[src/rtl/int32_to_float32_rne_defines.svh]
// Assertion macros used by the converter top module.
// Depends on nothing; included by files that assert.
`ifndef INT32_TO_FLOAT32_RNE_DEFINES_SVH
`define INT32_TO_FLOAT32_RNE_DEFINES_SVH

// Implication checked on every clock edge outside reset.
`define I2F_ASSERT_IMP(label, clk_s, rst_s, lhs, rhs) \
  label: assert property (@(posedge clk_s) disable iff (rst_s) (lhs) |-> (rhs)) \
    else $error("assertion failed");

// Next-cycle implication checked outside reset.
`define I2F_ASSERT_NEXT(label, clk_s, rst_s, lhs, rhs) \
  label: assert property (@(posedge clk_s) disable iff (rst_s) (lhs) |=> (rhs)) \
    else $error("assertion failed");

`endif

[src/rtl/i2f_pkg.sv]
// Constants and stage types for the int32 to float32 converter.
// Depends on nothing.
package i2f_pkg;
  localparam int unsigned INT_W  = 32;
  localparam int unsigned FLT_W  = 32;
  localparam int unsigned FRAC_W = 23;
  localparam int unsigned POS_W  = 5;
  localparam logic [7:0]  EXP_BIAS = 8'h7F;

  typedef struct packed {
    logic             sign;
    logic [INT_W-1:0] mag;
  } s1_t;

  typedef struct packed {
    logic             sign;
    logic             zero;
    logic [POS_W-1:0] top;
    logic [INT_W-1:0] norm;
  } s2_t;
endpackage

[src/rtl/i2f_stream_if.sv]
// Valid/ready stream interface carrying one 32-bit word.
// Depends on nothing.
interface i2f_stream_if (input logic clk);
  logic        valid;
  logic        ready;
  logic [31:0] data;
  modport source (output valid, output data, input ready);
  modport sink (input valid, input data, output ready);
endinterface

[src/rtl/i2f_norm.sv]
// Leading-one search and left alignment of the magnitude.
// Depends on i2f_pkg.
module i2f_norm (
  input  i2f_pkg::s1_t in_s,
  output i2f_pkg::s2_t out_s
);
  import i2f_pkg::*;
  logic [POS_W-1:0] pos;
  always_comb begin
    pos = '0;
    for (int k = 0; k < INT_W; k++) begin
      if (in_s.mag[k]) pos = POS_W'(k);
    end
    out_s.sign = in_s.sign;
    out_s.zero = (in_s.mag == '0);
    out_s.top  = pos;
    out_s.norm = in_s.mag << (POS_W'(INT_W - 1) - pos);
  end
endmodule

[src/rtl/i2f_round.sv]
// Round to nearest even and pack the IEEE single word.
// Depends on i2f_pkg.
module i2f_round (
  input  i2f_pkg::s2_t      in_s,
  output logic [31:0]       word
);
  import i2f_pkg::*;
  logic [FRAC_W:0] sig;
  logic [FRAC_W+1:0] sum;
  logic guard, sticky, up;
  logic [7:0] expo;
  always_comb begin
    sig    = in_s.norm[INT_W-1 -: FRAC_W+1];
    guard  = in_s.norm[INT_W-FRAC_W-2];
    sticky = |in_s.norm[INT_W-FRAC_W-3:0];
    up     = guard && (sticky || sig[0]);
    sum    = {1'b0, sig} + (FRAC_W+2)'(up);
    expo   = 8'(in_s.top) + EXP_BIAS + 8'(sum[FRAC_W+1]);
    if (in_s.zero) word = '0;
    else if (sum[FRAC_W+1]) word = {in_s.sign, expo, FRAC_W'(0)};
    else word = {in_s.sign, expo, sum[FRAC_W-1:0]};
  end
endmodule

[src/rtl/int32_to_float32_rne.sv]
// Converts signed 32-bit integers to IEEE 754 single, round to nearest even.
// Three register stages: magnitude, normalize, round; one word per cycle
// while float_word.ready holds, and the stages stall under back-pressure.
// Depends on i2f_pkg, i2f_stream_if, i2f_norm, i2f_round and the defines header.
`include "int32_to_float32_rne_defines.svh"
module int32_to_float32_rne (
  input logic clk,
  input logic rst,
  i2f_stream_if.sink   int_value,
  i2f_stream_if.source float_word
);
  import i2f_pkg::*;
  logic v1, v2, v3, adv1, adv2, adv3;
  s1_t  r1;
  s2_t  r2, n2;
  logic [31:0] r3, n3;

  assign adv3 = !v3 || float_word.ready;
  assign adv2 = !v2 || adv3;
  assign adv1 = !v1 || adv2;
  assign int_value.ready = adv1;
  assign float_word.valid = v3;
  assign float_word.data  = r3;

  i2f_norm  u_norm (.in_s(r1), .out_s(n2));
  i2f_round u_round (.in_s(r2), .word(n3));

  always_ff @(posedge clk) begin
    if (rst) begin
      v1 <= 1'b0; v2 <= 1'b0; v3 <= 1'b0;
    end else begin
      if (adv1) v1 <= int_value.valid;
      if (adv2) v2 <= v1;
      if (adv3) v3 <= v2;
    end
    if (adv1) begin
      r1.sign <= int_value.data[INT_W-1];
      r1.mag  <= int_value.data[INT_W-1] ? (INT_W'(0) - int_value.data) : int_value.data;
    end
    if (adv2) r2 <= n2;
    if (adv3) r3 <= n3;
  end

  `I2F_ASSERT_NEXT(a_hold, clk, rst, v3 && !float_word.ready, v3 && $stable(r3))
  `I2F_ASSERT_IMP(a_zero, clk, rst, v2 && r2.zero && adv3, n3 == '0)
  `I2F_ASSERT_NEXT(a_flow, clk, rst, v2 && adv3, v3)
endmodule

[src/flat_wrapper.sv]
// flat-port wrapper written by rule: the top's interface ports become plain ports
module int32_to_float32_rne_flat import i2f_pkg::*;
  (clk, rst, int_value_valid, int_value_data, int_value_ready, float_word_valid, float_word_data, float_word_ready);
  i2f_stream_if int_value_i (.clk(clk));
  i2f_stream_if float_word_i (.clk(clk));
  input logic clk;
  input logic rst;
  input wire logic [$bits(int_value_i.valid)-1:0] int_value_valid;
  input wire logic [$bits(int_value_i.data)-1:0] int_value_data;
  output wire logic [$bits(int_value_i.ready)-1:0] int_value_ready;
  output wire logic [$bits(float_word_i.valid)-1:0] float_word_valid;
  output wire logic [$bits(float_word_i.data)-1:0] float_word_data;
  input wire logic [$bits(float_word_i.ready)-1:0] float_word_ready;
  assign int_value_i.valid = int_value_valid;
  assign int_value_i.data = int_value_data;
  assign int_value_ready = int_value_i.ready;
  assign float_word_valid = float_word_i.valid;
  assign float_word_data = float_word_i.data;
  assign float_word_i.ready = float_word_ready;
  int32_to_float32_rne u_core (.clk(clk), .rst(rst), .int_value(int_value_i), .float_word(float_word_i));
endmodule
[config.mk]
export PLATFORM = sky130hd
export DESIGN_NAME = int32_to_float32_rne_flat
export DESIGN_NICKNAME = d
export VERILOG_FILES = /design/src/rtl/i2f_pkg.sv /design/src/rtl/i2f_stream_if.sv /design/src/rtl/i2f_norm.sv /design/src/rtl/i2f_round.sv /design/src/rtl/int32_to_float32_rne.sv /design/src/flat_wrapper.sv
export VERILOG_INCLUDE_DIRS = /design/src /design/src/rtl
export SDC_FILE = /design/constraint.sdc
export NUM_CORES = 1
export LEC_CHECK = 0
export BUFFER_PORTS_ARGS = -buffer_cell sky130_fd_sc_hd__buf_2
export CAP_MARGIN = 20
export CORE_MARGIN = 2
export CORE_UTILIZATION = 50
export DETAILED_ROUTE_END_ITERATION = 12
export PLACE_DENSITY_LB_ADDON = 0.08
export SETUP_SLACK_MARGIN = 0.05
export SLEW_MARGIN = 5
export SYNTH_ARGS = -nofsm -noshare
export SYNTH_HDL_FRONTEND = slang
export SYNTH_SLANG_ARGS = --single-unit
[constraint.sdc]
create_clock -name clk -period 3.65 [get_ports clk]
set_input_delay 0.1825 -clock clk [delete_from_list [all_inputs] [get_ports clk]]
set_output_delay 0.1825 -clock clk [all_outputs]
set_load 0.005 [all_outputs]
==> flow_summary.json <==
{
  "timing.reg2reg.setup_slack_ns": 0.38,
  "clkSinkCount": 107,
  "detailedRoute.firstIterationViolations": 278,
  "die_width_um": 116.6,
  "endpoint_kind": "flip-flop",
  "dieArea_um2": 13600,
  "clock_insertion_delay_worst_skew_ns": 0.34,
  "power.leakage_nw": 2.903,
  "globalRouteMet3Util_pct": 2.698,
  "synth_top_cells_by_area": "sky130_fd_sc_hd__edfxtp_1 49%, sky130_fd_sc_hd__mux2i_1 9.8%, sky130_fd_sc_hd__xnor2_1 4.8%, sky130_fd_sc_hd__nor2_1 4.5%, sky130_fd_sc_hd__nand2_1 2.4%",
  "ff2ff_path_depth": 11,
  "routed_wire_length_per_instance_um": 16.65,
  "top_usage_layer": "met2",
  "finish.utilization_pct": 58.22,
  "worstReg2RegStart": "u_core.r1[12]",
  "critical_path_arrival_ns": 3.34,
  "synth.ff_latch_count": 107,
  "global_route.usage.met1_pct": 25.66,
  "dr_total_vias": 4710,
  "final-setup-viol-count": 0,
  "worst_setup_hold_path_clk_slew_ns": 0.07,
  "status": "finished, final reports clean",
  "synth-edff-count": 104,
  "drc_errors": 0,
  "rsz0062_at_grt": "false",
  "timing.setup.tns_ns": 0,
  "area_delta_synth_final_pct": 14.87,
  "antenna_diode_count": 0,
  "post_cts_hold_buffer_count": 0,
  "cts_tree": "built",
  "use_met2_pct": 38.72,
  "fp.dieH_um": 116.6,
  "final.hold.worst_slack_ns": 0.01827,
  "syn_area_per_cell_um2": 10.77,
  "crit_reg_reg_endpoint": "u_core.r2[27]",
  "gp_routability_congestion": 0.8984,
  "ir_drop_v": 0.0002319,
  "criticalPathCategory": "reg -> reg",
  "first_pass_iters": 5,
  "ctsRootBufferMaster": "sky130_fd_sc_hd__clkbuf_16",
  "detail_route.vias_per_cell": 5.621,
  "post_synthesis_sequential_area_ratio_pct": 50.18,
  "cp_data_required_time_ns": 3.72,
  "std_cell_rows": 41,
  "layout_worst_path_cycle_share_pct": 89.57,
  "netlist.top_cell.by_area": "sky130_fd_sc_hd__edfxtp_1",
  "synthTopCellsByCount": "104 x sky130_fd_sc_hd__edfxtp_1, 76 x sky130_fd_sc_hd__nor2_1, 62 x sky130_fd_sc_hd__mux2i_1, 41 x sky130_fd_sc_hd__nand2_1, 35 x sky130_fd_sc_hd__xnor2_1",
  "cts_inserted_buffers": 9,
  "cts_resized": 0,
  "final_antenna_net_count": 0,
  "synth.most_common_cell": "sky130_fd_sc_hd__edfxtp_1",
  "grt_max_degree": 40,
  "maxSlewHeadroom_pct": 51.70,
  "worst_setup_path_endpoint": "u_core.r2[27]",
  "drv_slew": 0,
  "synth_flop_cell": "sky130_fd_sc_hd__edfxtp_1",
  "clock.fmax_ghz": 0.3059,
  "worstSetupStartpoint": "u_core.r1[12]",
  "final_nets": 702,
  "grt_overflow": 0,
  "cts_htree_levels": 3,
  "yosysWarningCount": 0,
  "synth.distinct_cells": 50,
  "final_period_minus_worst_setup_slack_ns": 3.269,
  "synth-async-reset-ratio_pct": 0,
  "post_synth_instance_area_um2": 6344,
  "grt_pass1_wl_um": 22450,
  "gr-usage-all-layers_pct": 21.61,
  "antenna_violations_before_repair": 0,
  "io_buffer_count": 69,
  "hpwl_um": 10870,
  "floorplan.core_area_um2": 12520,
  "syn_nets": 629,
  "io_pins": 70,
  "power.density_cell_area_nw_per_um2": 506.9,
  "drive_above_1_share_pct": 18.17,
  "cp-start-kind": "flip-flop",
  "hold_path_stages": 2,
  "initial_utilization_pct": 50.68,
  "postCtsSetupBuffers": 0,
  "final-hold-violation-count": 0,
  "grt_pass1_vias": 4494,
  "tightest_slew_ns": 0.7245,
  "fin_worst_skew_ns": 0.008796,
  "maxCapViolations": 0,
  "drt-total-wl_um": 13960,
  "timing.critical_path.fanout_max": 13,
  "worst_hold_path_class": "in -> reg",
  "bufs_on_longest_clock_path": 2,
  "postSynthCellCount": 589,
  "post-synth-top-area-fraction_pct": 49.23
}
worst min-delay path by stage:
stage / startpoint / slack [ns] / to
floorplan: rst / 0.25 / u_core.float_word.valid
CTS: rst / 0.01 / u_core.v2
finish: rst / 0.02 / u_core.v2
global placement: rst / 0.37 / u_core.v2
detailed placement: rst / 0.37 / u_core.v2
global route: rst / 0.03 / u_core.float_word.valid
power breakdown:
part	switching [mW]	total [mW]	internal, mW
sequential	0.157	1.79	1.64
clock	0.420	1.02	0.600
combinational	0.481	0.882	0.401
routing by layer:
layer	share of wire, %	wire length [um]
met1	42	5845
met2	51	7089
met3	3.7	521
met4	3.6	499
met5	0	0
state kept, by name (all words and copies together) (netlist names):
| signal | flops |
|---|---|
| u_core.r2 | 39 |
| u_core.r1 | 33 |
| u_core.float_word.data | 32 |
| u_core.float_word.valid | 1 |
| u_core.v1 | 1 |
| u_core.v2 | 1 |
worst max-delay path: stages, from the launching register on:
cell	delay, ns
sky130_fd_sc_hd__edfxtp_1	0.44
sky130_fd_sc_hd__or3_1	0.39
sky130_fd_sc_hd__a221o_1	0.26
sky130_fd_sc_hd__a21oi_1	0.19
sky130_fd_sc_hd__o211ai_1	0.15
sky130_fd_sc_hd__buf_4	0.24
sky130_fd_sc_hd__mux2i_1	0.33
sky130_fd_sc_hd__mux2i_1	0.12
sky130_fd_sc_hd__buf_4	0.17
sky130_fd_sc_hd__a2111oi_0	0.40
sky130_fd_sc_hd__a221o_1	0.22
sky130_fd_sc_hd__a21oi_1	0.07
area by class of cell:
class,count,area (um^2)
Inverter,18,67.56
Clock buffer,9,225.2
Timing Repair Buffer,87,513.0
Fill cell,1094,5230
Clock inverter,6,87.58
Multi-Input combinational cell,439,2995
Tap cell,172,215.2
Sequential cell,107,3183
logic make-up (layout without fill, tap and decap cells):
kind of cell	Yosys count	count (layout)	synth area share [%]
muxes	70	70	11.56
adders and majority gates	4	4	0.7890
and+or+nand+nor	208	208	16.13
AOI/OAI and AO/OA	105	105	11.52
DFF	107	107	50.18
xor gates and xnor gates	52	52	7.179
buffers and inverters	43	120	2.643
per-stage QoR:
step	instance area (um^2)	setup slack [ns]	power [mW]	cells
after CTS	7259	0.4022	3.717	837
final	7287	0.3806	3.694	838
after global placement	6947	0.4241	2.681	822
after global routing	7287	0.2059	3.898	838
after floorplan	6344	0.7715	2.352	589
after detailed placement	6947	0.4133	2.699	822
placed cells by master (no fill, tap or decap), types with 9 or more instances in the layout:
cell	n
sky130_fd_sc_hd__clkbuf_16	9
sky130_fd_sc_hd__nor4_1	13
sky130_fd_sc_hd__o21ai_0	25
sky130_fd_sc_hd__xnor2_1	35
sky130_fd_sc_hd__nand3_1	12
sky130_fd_sc_hd__nor3_1	9
sky130_fd_sc_hd__nand2_1	41
sky130_fd_sc_hd__inv_1	17
sky130_fd_sc_hd__a21oi_1	15
sky130_fd_sc_hd__edfxtp_1	104
sky130_fd_sc_hd__and3_1	15
sky130_fd_sc_hd__nand2b_1	9
sky130_fd_sc_hd__nor2_1	75
sky130_fd_sc_hd__xor2_1	17
sky130_fd_sc_hd__buf_2	69
sky130_fd_sc_hd__mux2i_1	62
sky130_fd_sc_hd__o22ai_1	9
sky130_fd_sc_hd__buf_4	16
No activity file was read; power rests on OpenSTA's default activity.
